$ cat src/hdl/assert_macros.svh
// Assertion helpers: same-cycle and next-cycle implication, reset masked
`ifndef ASSERT_MACROS_SVH
`define ASSERT_MACROS_SVH

`define PMCT_ASSERT_NOW(lbl, ante, cons, msg) \
  lbl: assert property (@(posedge clk_i) disable iff (!rst_ni) (ante) |-> (cons)) \
    else $error(msg);

`define PMCT_ASSERT_NEXT(lbl, ante, cons, msg) \
  lbl: assert property (@(posedge clk_i) disable iff (!rst_ni) (ante) |=> (cons)) \
    else $error(msg);

`endif

$ cat src/hdl/pmct_pkg.sv
package pmct_pkg;

  localparam int COORD_BITS_DEF = 12;
  localparam int CFG_W          = 13;
  localparam int WIDTH_RST      = 1920;
  localparam int HEIGHT_RST     = 1080;

  localparam logic REG_WIDTH  = 1'b0;
  localparam logic REG_HEIGHT = 1'b1;

  localparam logic EV_MOTION = 1'b0;
  localparam logic EV_BUTTON = 1'b1;

  localparam logic BTN_LEFT  = 1'b0;
  localparam logic BTN_RIGHT = 1'b1;

  localparam int STATUS_LEFT  = 0;
  localparam int STATUS_RIGHT = 1;
  localparam int STATUS_XSIGN = 4;
  localparam int STATUS_YSIGN = 5;

  typedef struct packed {
    logic left_chg;
    logic right_chg;
    logic left;
    logic right;
  } btn_t;

endpackage

$ cat src/hdl/ps2_mouse_cursor_tracker.sv
// PS/2 mouse cursor tracker.
// Input channel (in_valid_i/in_ready_o) takes one three-byte packet per item:
// status, x movement and y movement. Output channel (out_valid_o/out_ready_i)
// gives a motion result with the clamped cursor, then one button result for
// each change of the left and then the right button; last_of_run marks the
// final result of a packet. A packet gives one to three results.
// The cursor moves when the packet is taken; its results are registered in a
// holding slot and then an emitting slot. If the emitting slot is busy, the
// first result appears in the cycle after the last result of the packet ahead
// is taken. The two slots sit between the channels, so a new packet is taken
// while results still wait. Throughput is one result per cycle while
// out_ready_i is high; a packet holds the single output register for as many
// results as it gives.
// Reset centres the cursor on the default 1920 x 1080 screen and clears
// both button levels. Writing a screen size (cfg_we_i, index 0 width,
// index 1 height) recentres the cursor and keeps the button levels.
// A stalled receiver holds the current result; the holding slot fills and
// in_ready_o drops until the emitting slot drains.
module ps2_mouse_cursor_tracker import pmct_pkg::*; #(
  parameter int COORD_BITS = COORD_BITS_DEF
) (
  input  logic                  clk_i,
  input  logic                  rst_ni,
  input  logic                  cfg_we_i,
  input  logic                  cfg_index_i,
  input  logic [CFG_W-1:0]      cfg_data_i,
  input  logic                  in_valid_i,
  output logic                  in_ready_o,
  input  logic [7:0]            status_byte_i,
  input  logic [7:0]            x_move_byte_i,
  input  logic [7:0]            y_move_byte_i,
  output logic                  out_valid_o,
  input  logic                  out_ready_i,
  output logic                  event_kind_o,
  output logic [COORD_BITS-1:0] pointer_x_o,
  output logic [COORD_BITS-1:0] pointer_y_o,
  output logic                  button_id_o,
  output logic                  pressed_o,
  output logic                  last_of_run_o
);

  `include "assert_macros.svh"

  localparam int SZW  = COORD_BITS + 1;
  localparam int MW   = (SZW > CFG_W) ? SZW : CFG_W;
  localparam int LIM  = 2 ** COORD_BITS;
  localparam int WR   = (WIDTH_RST > LIM) ? LIM : WIDTH_RST;
  localparam int HR   = (HEIGHT_RST > LIM) ? LIM : HEIGHT_RST;
  localparam int DW   = COORD_BITS + 2;

  typedef enum logic [1:0] {PH_MOTION, PH_LEFT, PH_RIGHT} phase_e;

  function automatic logic [SZW-1:0] sat_size(input logic [CFG_W-1:0] r);
    logic [MW-1:0] rx;
    rx = MW'(r);
    if (rx == '0) begin
      rx = MW'(1);
    end else if (rx > MW'(LIM)) begin
      rx = MW'(LIM);
    end
    return SZW'(rx);
  endfunction

  logic [SZW-1:0]        width_q, height_q;
  logic [SZW-1:0]        new_size;
  logic [COORD_BITS-1:0] cur_x_q, cur_y_q;
  logic                  left_q, right_q;

  logic                  a_valid_q;
  logic [COORD_BITS-1:0] a_x_q, a_y_q;
  btn_t                  a_btn_q;

  logic                  b_valid_q;
  logic [COORD_BITS-1:0] b_x_q, b_y_q;
  btn_t                  b_btn_q;
  phase_e                phase_q;

  logic signed [DW-1:0]  dx, dy_neg;
  logic [COORD_BITS-1:0] nx, ny;
  btn_t                  btn_d;
  logic                  in_fire, out_fire, is_last, b_load;

  assign dx     = DW'($signed({status_byte_i[STATUS_XSIGN], x_move_byte_i}));
  assign dy_neg = -DW'($signed({status_byte_i[STATUS_YSIGN], y_move_byte_i}));

  pmct_axis #(.COORD_BITS(COORD_BITS)) u_axis_x (
    .cur_i   (cur_x_q),
    .delta_i (dx),
    .size_i  (width_q),
    .next_o  (nx)
  );

  pmct_axis #(.COORD_BITS(COORD_BITS)) u_axis_y (
    .cur_i   (cur_y_q),
    .delta_i (dy_neg),
    .size_i  (height_q),
    .next_o  (ny)
  );

  always_comb begin
    btn_d.left      = status_byte_i[STATUS_LEFT];
    btn_d.right     = status_byte_i[STATUS_RIGHT];
    btn_d.left_chg  = status_byte_i[STATUS_LEFT] != left_q;
    btn_d.right_chg = status_byte_i[STATUS_RIGHT] != right_q;
  end

  assign new_size = sat_size(cfg_data_i);

  always_comb begin
    unique case (phase_q)
      PH_MOTION: is_last = !b_btn_q.left_chg && !b_btn_q.right_chg;
      PH_LEFT:   is_last = !b_btn_q.right_chg;
      default:   is_last = 1'b1;
    endcase
  end

  assign out_fire   = out_valid_o && out_ready_i;
  assign b_load     = a_valid_q && (!b_valid_q || (out_fire && is_last));
  assign in_ready_o = !a_valid_q || b_load;
  assign in_fire    = in_valid_i && in_ready_o;

  // cursor, button levels and screen size
  always_ff @(posedge clk_i or negedge rst_ni) begin
    if (!rst_ni) begin
      width_q  <= SZW'(WR);
      height_q <= SZW'(HR);
      cur_x_q  <= COORD_BITS'(WR / 2);
      cur_y_q  <= COORD_BITS'(HR / 2);
      left_q   <= 1'b0;
      right_q  <= 1'b0;
    end else if (cfg_we_i) begin
      if (cfg_index_i == REG_WIDTH) begin
        width_q <= new_size;
        cur_x_q <= new_size[SZW-1:1];
        cur_y_q <= height_q[SZW-1:1];
      end else begin
        height_q <= new_size;
        cur_x_q  <= width_q[SZW-1:1];
        cur_y_q  <= new_size[SZW-1:1];
      end
    end else if (in_fire) begin
      cur_x_q <= nx;
      cur_y_q <= ny;
      left_q  <= btn_d.left;
      right_q <= btn_d.right;
    end
  end

  // holding slot and emitting slot
  always_ff @(posedge clk_i or negedge rst_ni) begin
    if (!rst_ni) begin
      a_valid_q <= 1'b0;
      b_valid_q <= 1'b0;
      phase_q   <= PH_MOTION;
    end else begin
      if (in_fire) begin
        a_valid_q <= 1'b1;
      end else if (b_load) begin
        a_valid_q <= 1'b0;
      end
      if (b_load) begin
        b_valid_q <= 1'b1;
        phase_q   <= PH_MOTION;
      end else if (out_fire) begin
        if (is_last) begin
          b_valid_q <= 1'b0;
          phase_q   <= PH_MOTION;
        end else if (phase_q == PH_MOTION && b_btn_q.left_chg) begin
          phase_q <= PH_LEFT;
        end else begin
          phase_q <= PH_RIGHT;
        end
      end
    end
  end

  always_ff @(posedge clk_i) begin
    if (in_fire) begin
      a_x_q   <= nx;
      a_y_q   <= ny;
      a_btn_q <= btn_d;
    end
    if (b_load) begin
      b_x_q   <= a_x_q;
      b_y_q   <= a_y_q;
      b_btn_q <= a_btn_q;
    end
  end

  assign out_valid_o   = b_valid_q;
  assign pointer_x_o   = b_x_q;
  assign pointer_y_o   = b_y_q;
  assign last_of_run_o = is_last;

  always_comb begin
    unique case (phase_q)
      PH_LEFT: begin
        event_kind_o = EV_BUTTON;
        button_id_o  = BTN_LEFT;
        pressed_o    = b_btn_q.left;
      end
      PH_RIGHT: begin
        event_kind_o = EV_BUTTON;
        button_id_o  = BTN_RIGHT;
        pressed_o    = b_btn_q.right;
      end
      default: begin
        event_kind_o = EV_MOTION;
        button_id_o  = BTN_LEFT;
        pressed_o    = 1'b0;
      end
    endcase
  end

  `PMCT_ASSERT_NOW(a_left_phase_chg, b_valid_q && phase_q == PH_LEFT, b_btn_q.left_chg,
    "left button result without a left change")
  `PMCT_ASSERT_NOW(a_right_phase_chg, b_valid_q && phase_q == PH_RIGHT, b_btn_q.right_chg,
    "right button result without a right change")
  `PMCT_ASSERT_NEXT(a_last_restarts, out_fire && is_last, phase_q == PH_MOTION,
    "packet after a final result does not open with motion")
  `PMCT_ASSERT_NEXT(a_in_holds, in_fire, a_valid_q || b_valid_q,
    "accepted packet lost")

endmodule

$ cat src/hdl/pmct_axis.sv
module pmct_axis #(
  parameter int COORD_BITS = 12
) (
  input  logic [COORD_BITS-1:0]        cur_i,
  input  logic signed [COORD_BITS+1:0] delta_i,
  input  logic [COORD_BITS:0]          size_i,
  output logic [COORD_BITS-1:0]        next_o
);

  logic signed [COORD_BITS+1:0] sum;

  assign sum = $signed({2'b00, cur_i}) + delta_i;

  always_comb begin
    if (sum < 0) begin
      next_o = '0;
    end else if ($unsigned(sum) >= {1'b0, size_i}) begin
      next_o = COORD_BITS'(size_i - 1'b1);
    end else begin
      next_o = sum[COORD_BITS-1:0];
    end
  end

endmodule

$ cat config.mk
export PLATFORM = sky130hd
export DESIGN_NAME = ps2_mouse_cursor_tracker
export DESIGN_NICKNAME = d
export VERILOG_FILES = /design/src/hdl/pmct_pkg.sv /design/src/hdl/ps2_mouse_cursor_tracker.sv /design/src/hdl/pmct_axis.sv
export VERILOG_INCLUDE_DIRS = /design/src /design/src/hdl
export SDC_FILE = /design/constraint.sdc
export NUM_CORES = 1
export LEC_CHECK = 0
export BUFFER_PORTS_ARGS = -buffer_cell sky130_fd_sc_hd__buf_2
export CAP_MARGIN = 20
export CORE_ASPECT_RATIO = 1.4
export CORE_UTILIZATION = 57
export DETAILED_ROUTE_END_ITERATION = 7
export PLACE_DENSITY = 0.77
export SKIP_LAST_GASP = 1
export SLEW_MARGIN = 15
export SYNTH_ARGS = -nofsm -noshare
export SYNTH_HDL_FRONTEND = slang
export SYNTH_HIERARCHICAL = 1
export SYNTH_SLANG_ARGS = --single-unit
export TNS_END_PERCENT = 5
$ cat constraint.sdc
create_clock -name clk_i -period 4.3 [get_ports clk_i]
set_clock_uncertainty 0.05 [all_clocks]
set_input_delay 0.215 -clock clk_i [delete_from_list [all_inputs] [get_ports clk_i]]
set_output_delay 0.215 -clock clk_i [all_outputs]
set_load 0.01 [all_outputs]
# [Yosys cells after proc, flatten, opt, wreduce, memory -nomap -nowiden]
# Cells that the tools add are included.
[totals] reg_bits=112 in_bits=43 output_inout_bits=30 wordCells=85
[classes] add_sub_neg=5 magnitude_cmp=5 n_eq_ne=4 mux=25 bitwise_logic=2 reduce_logical=23
[ops] operator="$mux W12" count=10
[ops] operator="$ge A14 B13 Y1" count=2
[ops] operator="$lt A14 B1 Y1 const B" count=2
[ops] operator="$mux W13" count=2
[ops] operator="$sub A12 B1 Y12 const B" count=2
[ops] operator="$add A13 B14 Y14" count=1
[ops] operator="$add A13 B9 Y14" count=1
[ops] operator="$neg A9 Y14" count=1
[ops] operator="$gt A13 B13 Y1 const B" count=1
[ops] operator="$logic_not A13 Y1" count=1
[ops] operator="$mux W2" count=4
[ops] operator="$reduce_and A2 Y1" count=4
[ops] operator="$reduce_bool A2 Y1" count=4
[ops] operator="$mux W1" count=7
[ops] operator="$logic_and A1 B1 Y1" count=6
[ops] operator="$logic_not A1 Y1" count=4
[ops] operator="$pmux W1 S2" count=2
[ops] operator="$eq A2 B1 Y1 const B" count=1
[ops] operator="$eq A2 B2 Y1 const B" count=1
[ops] operator="$logic_not A2 Y1" count=1
[ops] operator="$logic_or A1 B1 Y1" count=2
[ops] operator="$ne A1 B1 Y1" count=2
[ops] operator="$not A1 Y1" count=2
[ops] operator="$reduce_or A2 Y1" count=1

# [Depth between registers and ports, before layout]
# Gate-level depths: netlist (run 1).
[depth] ltp_word=10 ltp_mapped=22 depth_no_buf=21

# [Cells and area by module]
# Netlist (run 1), hierarchy kept.
[modules_own_cells] mod="ps2_mouse_cursor_tracker" instances=1 cells_per_inst=356 area_each_um2=4693.3 seq_area_each_um2=3103.0
[modules_own_cells] mod="pmct_axis at u_axis_y" instances=1 cells_per_inst=178 area_each_um2=1306.3 seq_area_each_um2=0.0
[modules_own_cells] mod="pmct_axis at u_axis_x" instances=1 cells_per_inst=178 area_each_um2=1303.8 seq_area_each_um2=0.0

# [Worst setup path before layout (run 1)]
# No wires, ideal clock.
[synth_path] path_type="input -> register" start="in y_move_byte_i[0]" end="reg cur_y_q[10]" setup_time_ns=0.125 arrival_time_ns=4.421 required_ns=4.125 setup_slack_ns=-0.296 path_stages=20 path_buffers=1 path_cell_list="or4_1 > or3_1 > nor3_2 > nor2_1 > ha_1 > nand4_1 > or4b_4 > nand2_2 > o21ai_0 > and2_1 > ha_1 > nand2_1 > o21a_1 > o21ai_0 > a21o_1 > clkbuf_1 > a311oi_1 > nor2_1 > a31oi_1 > mux2_2"
[synth_via] elab_chain_len=7 elab_cells_between_ends=8 classes_between="add/sub (2); order compare (2); mux (4)"
[synth_rtl] item="from (decl)" line_no="ps2_mouse_cursor_tracker.sv:31" source="input logic [7:0] y_move_byte_i,"
[synth_rtl] item="$neg A9 Y14 *" line_no="ps2_mouse_cursor_tracker.sv:84" source="assign dy_neg = -DW'($signed({status_byte_i[STATUS_YSIGN], y_move_byte_i}));"
[synth_rtl] item="named net dy_neg[7]" line_no="ps2_mouse_cursor_tracker.sv:78" source="logic signed [DW-1:0] dx, dy_neg;"
[synth_rtl] item="$add A13 B14 Y14 *" line_no="pmct_axis.sv:12" source="assign sum = $signed({2'b00, cur_i}) + delta_i;"
[synth_rtl] item="$ge A14 B13 Y1" line_no="pmct_axis.sv:17" source="end else if ($unsigned(sum) >= {1'b0, size_i}) begin"
[synth_rtl] item="$mux W12" line_no="pmct_axis.sv:17"
[synth_rtl] item="$mux W12 *" line_no="pmct_axis.sv:15" source="if (sum < 0) begin"
[synth_rtl] item="named net ny[10]" line_no="ps2_mouse_cursor_tracker.sv:79" source="logic [COORD_BITS-1:0] nx, ny;"
[synth_rtl] item="$mux W12 *" line_no="ps2_mouse_cursor_tracker.sv:141" source="end else if (in_fire) begin"
[synth_rtl] item="$mux W12 *" line_no="ps2_mouse_cursor_tracker.sv:131" source="end else if (cfg_we_i) begin"
[synth_rtl] item="to (signal assigned)" line_no="ps2_mouse_cursor_tracker.sv:135" source="cur_y_q <= height_q[SZW-1:1];"
[synth_rtl] item="to (signal assigned)" line_no="ps2_mouse_cursor_tracker.sv:139" source="cur_y_q <= new_size[SZW-1:1];"
[synth_rtl] item="to (signal assigned)" line_no="ps2_mouse_cursor_tracker.sv:143" source="cur_y_q <= ny;"
[synth_rtl] item="to (decl)" line_no="ps2_mouse_cursor_tracker.sv:66" source="logic [COORD_BITS-1:0] cur_x_q, cur_y_q;"
# The timed path passes the listed nets; every way through them passes the cells marked *. The select of a mux whose other input is x is not followed.
# A chain may end at the register's enable or synchronous reset.

# [Worst setup path after layout (run 1)]
[layout_path] start="in y_move_byte_i[2]" end="reg cur_y_q[6]"
# The elaborated chain is that of the path after synthesis.

==> run_results.csv, run 1 <==
group,metric,value,unit
status,outcome,"finished with violations",
status,violations,"design-rule violations, negative setup slack",
power,p_switching,3.03,mW
clock_network,clock_latency,0.36,ns
synthesis,syn_area_per_cell,10.3,sq um
placed_design,dp_cells,955,
floorplan,dieHeight,136,um
drt,dr.pass1.iters,8,
synthesis,synth-async-reset-ratio,50.0,%
critical_path,cp_max_fo,6,
grt,antenna_found_initial,0,
floorplan,num_rows,48,
floorplan,dieArea,13300,sq um
synthesis,synth_seq_cells,112,
synthesis,synth.area.top_cells,"edfxtp_1 23%, dfrtp_1 14%, ha_1 9.6%, dfstp_2 5.8%, xnor2_1 4.1%",
synthesis,synth-edff-count,56,
floorplan,initial_core_util,58.7,%
grt,grtUsageMet1,29.7,%
layout,area_delta_synth_final,20.0,%
layout,final_util,70.5,%
timing,fmax,225,MHz
timing,relSlewSlack,36.0,%
synthesis,yosys_warnings,6,
power,power_leakage,3.65,nW
synthesis,yosysUniqueCellTypes,60,
placed_design,portBuffers,68,
floorplan,io_pins,73,
grt,track_usage,28.6,%
drt,first_iter_violations,353,
synthesis,synthMuxAreaShare,4.66,%
grt,grt_busiest_layer,"met2",
synthesis,synth_top_family_by_area,"compound AO/OA/AOI/OAI gates",
synthesis,synthCells,712,
timing,drv_slew,0,
critical_path,critical_path_class,"in2reg",
layout,layout-drive-gt1-share,29.0,%
grt,overflow,0,
grt,grt_use_met3,4.27,%
power,cell_internal_pwr,4.16,mW
synthesis,synth-simple-area-share,15.1,%
clock_network,cts-buffers-inserted,9,
synthesis,synth-compound-area-share,19.1,%
synthesis,yosysTopAreaCell,"edfxtp_1",
power,p_sw_share,42.1,%
drt,via_count,6109,
timing,hold_violations,0,
drt,routed_wl,19000,um
clock_network,cts-root-buf,"clkbuf_16",
synthesis,syn-num-nets,813,
clock_network,cts_max_level,3,
drt,wl_per_cell,19.4,um
critical_path,cp-start-kind,"primary input",
critical_path,crit_required,4.50,ns
layout,fin_area,8760,sq um
synthesis,dominantRegCellSynth,"edfxtp_1",
layout,layoutNonFillerInstCount,980,
grt,grt_pass1_wl,29700,um
min_path,hold_class,"in2reg",
clock_network,cts_tree,"done",
grt,grt_max_degree,53,
timing,rsz0062_at_grt,"yes",
flow_run,max-cap-violations,0,
timing,finalWorstSetupSlack,-0.142,ns
timing,setup_viol,12,
grt,grt_pass1_vias,6279,
drt,via_per_inst,6.23,
critical_path,critPathCaptureType,"register",
clock_network,cts_sinks,112,
timing,fin_crit_sh,103,%
synthesis,yosysSeqAreaShare,42.5,%
floorplan,fp.coreArea,12400,sq um
synthesis,synth-xor-area-share,5.04,%
timing,period_minus_slack,4.44,ns
layout,nets,926,
layout,insertedDiodeCount,0,
clock_network,clkTransAtPathRegs,0.08,ns
power,peakVddDrop,0.000480,V
placed_design,dpl-instance-area,8180,sq um
synthesis,syn_area,7300,sq um
drt,drtAntennaViolNets,0,
power,power_frac_comb,61.0,%
power,clock_power_share,12.8,%
grt,use_met2,55.5,%
power,finalPower,7.20,mW
clock_network,clockBufferDepth,2,
floorplan,die_w,97.7,um
drt,drcViolationCount,14,
synthesis,yosysTopAreaCellShare,23.0,%
placed_design,dp_hpwl,13500,um
synthesis,synth_fa_ha_area_share,10.1,%
placed_design,dp_slack,-0.402,ns
power,seqPwrFrac,26.2,%
critical_path,arrival,4.64,ns
timing,max_slew.worst_pin.slew,0.960,ns
placed_design,place.gp.congestion,0.852,
power,pwr_density_cell,821,nW/um^2
## synthesized netlist by cell type, types with 20 or more instances
cell type / count
nor2_1: 64
o21ai_0: 32
dfrtp_1: 40
clkbuf_1: 22
edfxtp_1: 56
mux2_2: 23
nand2_1: 42
a21oi_1: 42
ha_1: 56
xnor2_1: 34
inv_1: 37
a211oi_2: 20
## state kept, by name, summed over array words and instances (netlist names)
signal	flops
right_q	1
a_valid_q	1
a_x_q	12
b_btn_q	4
width_q	13
a_btn_q	4
out_valid_o	1
left_q	1
cur_x_q	12
pointer_y_o	12
phase_q	2
cur_y_q	12
height_q	13
a_y_q	12
pointer_x_o	12
## routing by layer
metal / wire (um) / part of all wire, %
met5: 0 / 0
met4: 824 / 4.3
met3: 826 / 4.4
met2: 10300 / 55
met1: 6980 / 37
## cell usage in the layout (no fill, tap or decap), drive strengths merged, types with 18 or more instances in the layout
cell	netlist	routed
xnor2	34	34
nand2b	18	18
dfrtp	40	40
nand2	44	44
ha	56	56
a211oi	28	28
inv	37	38
nor2	66	66
a21oi	42	42
buf	5	126
mux2	24	24
o21ai	37	37
edfxtp	56	56
## through the flow
step | setup TNS, ns | hold WS, ns
after floorplan | -1.26 | -0.131
after global placement | -5.07 | 0.257
after detailed placement | -7.16 | 0.255
after CTS | -0.562 | 0.0150
after global routing | -4.79 | 0.0219
final | -1.04 | 0.0160
## power groups by stage
stage | clock, mW | sequential, mW | combinational [mW]
after CTS | 0.930 | 1.89 | 3.88
after global routing | 0.970 | 1.93 | 4.72
after global placement | 0 | 1.88 | 3.62
after floorplan | 0 | 1.89 | 2.50
final | 0.921 | 1.89 | 4.39
after detailed placement | 0 | 1.91 | 3.79
## critical path, stage by stage
cell	delay, ns
buf_6	0.09
or4_4	0.52
or3_4	0.42
nor3_4	0.13
nor2_1	0.06
ha_1	0.33
nand4_1	0.10
or4b_4	0.57
and2_4	0.19
a211oi_4	0.22
ha_1	0.28
a21o_1	0.17
a21oi_2	0.10
o21ai_1	0.07
a21o_2	0.27
clkbuf_16	0.19
nor2_1	0.12
a211oi_2	0.07
nor2_1	0.15
a31oi_1	0.06
mux2_2	0.31
## layout make-up
cell class | instances | area [sq um]
inverter | 37 | 139
tap | 150 | 188
clock inverter | 6 | 98.8
fill | 862 | 3670
multi-input combinational | 536 | 4110
timing repair buffer | 129 | 883
clock buffer | 10 | 239
sequential | 112 | 3100
## cell families (layout without fill, tap and decap cells)
logic type	Yosys count	after routing
simple gates	212	212
compound gates	193	193
flops	112	112
buf+inv	64	182
fa+ha+maj	58	58
xor+xnor	42	42
mux	31	31
## path summary, 6_finish.rpt
kind | from | end | slack (ns) | depth (start not counted)
max | y_move_byte_i[2] | cur_y_q[6]$_DFFE_PN0P_ | -0.14 | 21
min | in_valid_i | a_valid_q$_DFFE_PN0P_ | 0.02 | 2
max reg2reg | cur_x_q[6]$_DFFE_PN1P_ | cur_x_q[2]$_DFFE_PN0P_ | 0.01 | 15
min reg2reg | a_x_q[11]$_DFFE_PP_ | pointer_x_o[11]$_DFFE_PN_ | 0.37 | 0
max in group asynchronous | rst_ni | width_q[9]$_DFFE_PN1P_ | 2.89 | 3
min in group asynchronous | rst_ni | phase_q[0]$_DFFE_PN0P_ | 0.40 | 2
## timing repair
action / in CTS / in global routing
buffers inserted: 2 / 3
resized for setup: 6 / 27
hold buffers: 1 / 0
pin swaps: 6 / 26
hold endpoints to repair: 23 / 0
endpoints found under the setup margin: 11 / 38
gates cloned: 0 / 3
No activity file was read; power rests on OpenSTA's default activity.
==> run 2, diff against run 1 <==
- clock period: 4.3 -> 4.1 ns (I/O delays scaled with it)
==> run 2 against run 1 <==
- the flow still finishes with violations (design-rule violations, negative setup slack)
- utilization about the same
- design area hardly changed
- total power rose by 0.68%
- global-route usage shrank 0.31 points
- count of clock-buffer cells in the layout fell by 1
- sequential power up 4%
- critical path depth is the same
- die area stayed put
- critical path type unchanged
- largest power group unchanged
==> run_results.csv, run 2 (synthesis results as in run 1) <==
group,metric,value,unit
clock_network,cts_sinks,112,
power,power_leakage,3.70,nW
timing,fin_crit_sh,106,%
floorplan,die_w,97.7,um
flow_run,max-cap-violations,0,
layout,regArea,3100,sq um
layout,top_regs,"height_q: 13 flops, width_q: 13 flops",
critical_path,rr_worst_depth,17,
power,p_switching,3.05,mW
clock_network,clkTransAtPathRegs,0.08,ns
clock_network,clockBufferDepth,2,
min_path,holdPathStages,1,
power,power_frac_comb,60.8,%
floorplan,io_pins,73,
placed_design,dpl-instance-area,8330,sq um
power,p_sw_share,42.1,%
power,cell_internal_pwr,4.20,mW
status,violations,"design-rule violations, negative setup slack",
critical_path,crit_required,4.29,ns
grt,overflow,0,
power,clock_power_share,12.0,%
floorplan,dieArea,13300,sq um
timing,relSlewSlack,37.5,%
layout,final_common_cell,"buf_4",
clock_network,cts-buffers-inserted,9,
grt,antenna_found_initial,0,
critical_path,max_stage_delay,0.52,ns
power,seqPwrFrac,27.1,%
layout,final_cell_mix,"72 x buf_4, 67 x buf_2, 60 x nor2_1, 56 x ha_1, 56 x edfxtp_1",
clock_network,clock_latency,0.35,ns
layout,layout-drive-gt1-share,28.5,%
timing,finalWorstSetupSlack,-0.233,ns
power,peakVddDrop,0.000529,V
critical_path,critical_path_class,"in2reg",
placed_design,dp_hpwl,13500,um
placed_design,portBuffers,68,
drt,dr.pass1.iters,7,
drt,wl_per_cell,18.2,um
layout,fillers,928,
critical_path,critical_path.top_delay_family,"simple AND/OR/NAND/NOR gates",
status,outcome,"finished with violations",
critical_path,cp-start-kind,"primary input",
drt,routed_wl,18200,um
timing,hold_violations,0,
placed_design,place.gp.congestion,0.877,
clock_network,cts_tree,"done",
drt,drtAntennaViolNets,0,
critical_path,crit_path_frequent_cell,"nor2_1",
timing,drv_slew,0,
floorplan,initial_core_util,58.7,%
drt,via_count,6102,
layout,fin_area,8760,sq um
clock_network,cts_max_level,3,
critical_path,cp_cell_sequence,"buf_6, or4_4, or3_4, nor3_4, nor2_1, ha_1, nand4_1, or4b_4, and2_4, a211oi_4, ha_1, a21o_1, a21oi_1, o21ai_1, a21o_1, buf_12, nor2_1, a211oi_2, nor2_1, a31oi_1, mux2_2",
clock_network,cts-root-buf,"clkbuf_16",
grt,track_usage,28.3,%
floorplan,fp.coreArea,12400,sq um
critical_path,arrival,4.53,ns
floorplan,dieHeight,136,um
power,pwr_density_cell,828,nW/um^2
drt,drcViolationCount,14,
timing,setup_tns,-3.00,ns
grt,grt_max_degree,57,
grt,grt_pass1_wl,29500,um
grt,grt_pass1_vias,6299,
layout,multi_input_area,4040,sq um
min_path,hold_class,"in2reg",
timing,rsz0062_at_grt,"yes",
drt,first_iter_violations,315,
critical_path,slowest_stage,"or4_4",
critical_path,cp.depth,21,
critical_path,critPathCaptureType,"register",
layout,area_delta_synth_final,19.9,%
layout,final_util,70.4,%
critical_path,cp_max_fo,16,
timing,fmax,231,MHz
timing,max_slew.worst_pin.slew,0.938,ns
floorplan,num_rows,48,
layout,nets,944,
timing,period_minus_slack,4.33,ns
placed_design,dp_slack,-0.675,ns
drt,via_per_inst,6.11,
timing,setup_viol,28,
critical_path,crit_buf_inv,2,
layout,insertedDiodeCount,0,
[run 2: changes by cell type in the layout (fill, tap and decap cells not counted), sizes merged]
| cell | previous run | this run |
|---|---|---|
| buf | 126 | 144 |
| bufinv | 1 | 0 |
| clkinv | 4 | 3 |
| inv | 38 | 41 |
| dlygate4sd3 | 1 | 3 |
| clkbuf | 12 | 9 |
[run 2: area by class of cell]
class	instances	share of cell area, %
multi-input cells	536	46.2
flip-flops and latches	112	35.4
repair buffers	147	11.3
clock buffers	9	2.57
well taps	150	2.14
inverters	37	1.59
clock inverters	7	0.786
[run 2: what timing repair did]
item	CTS	global route
pin swaps	0	7
endpoints found under the hold margin	41	1
resized for setup	3	19
endpoints found under the setup margin	29	43
hold buffers	2	1
buffers inserted	0	2
[run 2: layer usage]
| metal | GRT usage [%] | part of all wire (%) | vias to the layer above |
|---|---|---|---|
| met5 | 0 | 0 | - |
| met4 | 19.3 | 5.4 | 0 |
| met3 | 4.42 | 3.8 | 52 |
| met2 | 53.3 | 53 | 206 |
| met1 | 28.6 | 37 | 2951 |
| li1 | - | - | 2893 |
[run 2: path summary, 6_finish.rpt]
path	startpoint	to	slack, ns
worst max register to register	cur_y_q[0]$_DFFE_PN0P_	cur_y_q[4]$_DFFE_PN1P_	-0.15
max in group asynchronous	rst_ni	height_q[9]$_DFFE_PN0P_	3.00
worst max-delay path	y_move_byte_i[0]	cur_y_q[0]$_DFFE_PN0P_	-0.23
worst min register to register	a_y_q[10]$_DFFE_PP_	pointer_y_o[10]$_DFFE_PN_	0.36
worst min-delay path	status_byte_i[0]	a_btn_q[1]$_DFFE_PP_	0.03
min in group asynchronous	rst_ni	phase_q[1]$_DFFE_PN0P_	0.47
[run 2: through the flow]
step	cells	hold slack, ns	power, mW
5_1_grt	998	0.0122	7.73
3_3_place_gp	977	0.343	5.89
2_1_floorplan	712	-0.141	4.61
4_1_cts	995	0.00193	7.03
6_report	998	0.0315	7.25
3_5_place_dp	977	0.343	6.10
[run 2: power by group through the flow]
stage | Sequential [mW] | Combinational (mW) | Clock (mW)
after detailed placement | 1.99 | 4.12 | 0
final | 1.96 | 4.41 | 0.872
after CTS | 1.97 | 4.17 | 0.893
after global placement | 1.97 | 3.92 | 0
after floorplan | 1.98 | 2.62 | 0
after global routing | 2.01 | 4.78 | 0.937
==> run 3, diff against run 2 <==
- CORE_UTILIZATION: 57 -> 30
- PLACE_DENSITY: 0.77 -> not set
==> run 3 against run 2 <==
- the run ends with negative setup slack left
- flip-flop and latch count unchanged
- routed wire length up 3.0%
- largest power group unchanged
- die area up 88%
- combinational power up 3%
- sequential share of layout area down 1.3 points
- clock power down 2.8%
- fmax up 1.2%
- via count down 3.9%
- design area up 3.7%
- highest routed layer is now met5
- global-route usage down 13 points
- critical path depth up 1
- hold slack worse by 0.013 ns
- critical path type unchanged
==> run_results.csv, run 3 (synthesis results as in run 1) <==
group,metric,value,unit
power,pwr_density_cell,813,nW/um^2
drt,drtAntennaViolNets,0,
power,peakVddDrop,0.000293,V
critical_path,crit_required,4.35,ns
timing,fmax,234,MHz
grt,overflow,0,
critical_path,slowest_stage,"or4_4",
clock_network,clock_latency,0.36,ns
floorplan,io_pins,73,
layout,area_delta_synth_final,24.4,%
floorplan,num_rows,67,
clock_network,cts_max_level,3,
power,cell_internal_pwr,4.38,mW
floorplan,fp.coreArea,23900,sq um
floorplan,dieArea,25000,sq um
timing,finalWorstSetupSlack,-0.180,ns
layout,nets,954,
placed_design,place.gp.congestion,0.842,
clock_network,cts-buffers-inserted,9,
clock_network,cts-root-buf,"clkbuf_16",
power,power_frac_comb,61.5,%
floorplan,initial_core_util,30.6,%
timing,period_minus_slack,4.28,ns
grt,grt_pass1_wl,30200,um
critical_path,max_stage_delay,0.52,ns
power,power_leakage,3.76,nW
drt,wl_per_cell,16.0,um
drt,drcViolationCount,0,
critical_path,cp_cell_sequence,"buf_6, or4_4, or3_4, o21a_1, nor2_1, ha_1, buf_4, buf_4, o211a_1, a31oi_4, o21ai_0, xor2_1, ha_1, nand3_1, nor3_1, a21o_2, clkbuf_16, nor2_1, a211oi_2, nor2_1, a31oi_1, mux2_2",
drt,routed_wl,18700,um
timing,relSlewSlack,39.6,%
flow_run,max-cap-violations,0,
timing,fin_crit_sh,104,%
placed_design,portBuffers,68,
drt,dr.pass1.iters,4,
placed_design,dp_cells,1146,
power,p_switching,3.01,mW
critical_path,critical_path.top_delay_family,"simple AND/OR/NAND/NOR gates",
placed_design,dp_hpwl,14200,um
critical_path,cp-start-kind,"primary input",
critical_path,crit_path_frequent_cell,"nor2_1",
placed_design,dp_slack,-0.578,ns
drt,via_count,5861,
grt,grt_pass1_vias,5807,
power,seqPwrFrac,27.0,%
layout,top_regs,"height_q: 13 flops, width_q: 13 flops",
grt,grt_max_degree,49,
critical_path,critPathCaptureType,"register",
layout,layoutNonFillerInstCount,1168,
drt,via_per_inst,5.02,
clock_network,cts_tree,"done",
critical_path,arrival,4.53,ns
timing,rsz0062_at_grt,"yes",
critical_path,critical_path_class,"in2reg",
timing,setup_viol,21,
drt,first_iter_violations,309,
power,p_sw_share,40.8,%
grt,antenna_found_initial,3,
floorplan,die_w,134,um
timing,max_slew.worst_pin.slew,0.905,ns
clock_network,cts_sinks,112,
timing,drv_slew,0,
grt,track_usage,15.4,%
timing,hold_violations,0,
power,clock_power_share,11.5,%
clock_network,clkTransAtPathRegs,0.07,ns
layout,final_cell_mix,"81 x buf_4, 66 x buf_2, 58 x nor2_1, 56 x ha_1, 56 x edfxtp_1",
layout,insertedDiodeCount,0,
layout,layout-drive-gt1-share,30.0,%
min_path,hold_class,"in2reg",
status,violations,"negative setup slack",
layout,final_common_cell,"buf_4",
floorplan,dieHeight,187,um
critical_path,crit_buf_inv,4,
status,outcome,"finished with violations",
clock_network,clockBufferDepth,2,
critical_path,cp_max_fo,6,
## run 3: cell count changes in the layout (fill, tap and decap cells not counted), sizes merged
cell,before,now
dlygate4sd3,3,2
clkbuf,9,13
inv,41,39
buf,144,153
## run 3: cell type report
type | instances | area [sq um]
clock buffers | 11 | 243
clock inverters | 5 | 41.3
fillers | 2390 | 14800
inverters | 37 | 139
multi-input cells | 536 | 4070
flip-flops and latches | 112 | 3100
well taps | 310 | 388
repair buffers | 157 | 1100
## run 3: power groups by stage
stage	Combinational [mW]	Clock, mW	Sequential (mW)
finish	4.55	0.848	1.99
global route	5.00	0.919	2.04
CTS	4.27	0.879	2.00
detailed placement	4.17	0	2.02
global placement	4.12	0	2.01
floorplan	2.62	0	1.98
## run 3: what timing repair did
| action | CTS | global route |
|---|---|---|
| pin swaps | 3 | 9 |
| hold buffers | 2 | 0 |
| buffers inserted | 1 | 0 |
| setup endpoints to repair | 33 | 47 |
| cloned | 0 | 3 |
| resized for setup | 7 | 18 |
| endpoints found under the hold margin | 20 | 0 |
## run 3: through the flow
| stage | power [mW] | utilization, % | TNS (ns) | instance area (sq um) | hold slack [ns] |
|---|---|---|---|---|---|
| final | 7.39 | 38.0 | -2.10 | 9080 | 0.0181 |
| after detailed placement | 6.19 | 36.0 | -11.23 | 8610 | 0.200 |
| after global placement | 6.14 | 36.0 | -10.35 | 8610 | 0.196 |
| after global routing | 7.95 | 38.0 | -9.88 | 9080 | 0.0192 |
| after floorplan | 4.61 | - | -4.38 | 7350 | -0.141 |
| after CTS | 7.15 | 37.4 | -3.43 | 8950 | 0.00473 |
## run 3: worst paths after layout
kind                                             start  depth (start not counted)                  endpoint  slack [ns]
worst max-delay path                  y_move_byte_i[0]                         22    cur_y_q[2]$_DFFE_PN1P_       -0.18
worst min-delay path                  status_byte_i[0]                          1      a_btn_q[1]$_DFFE_PP_        0.02
worst max register to register  cur_x_q[0]$_DFFE_PN0P_                         17   cur_x_q[11]$_DFFE_PN0P_       -0.05
worst min register to register      a_y_q[0]$_DFFE_PP_                          0  pointer_y_o[0]$_DFFE_PN_        0.37
max in group asynchronous                       rst_ni                          3    cur_y_q[3]$_DFFE_PN1P_        2.75
min in group asynchronous                       rst_ni                          2     a_valid_q$_DFFE_PN0P_        0.33
## run 3: layer usage
| layer | share of wire, % | global-route usage [%] | routed length (um) | up-vias |
|---|---|---|---|---|
| met1 | 42 | 18.2 | 7780 | 2800 |
| met2 | 51 | 27.2 | 9630 | 102 |
| li1 | - | - | - | 2916 |
| met5 | 0.20 | 0 | 38 | - |
| met4 | 3.2 | 6.82 | 602 | 6 |
| met3 | 3.6 | 2.34 | 666 | 37 |
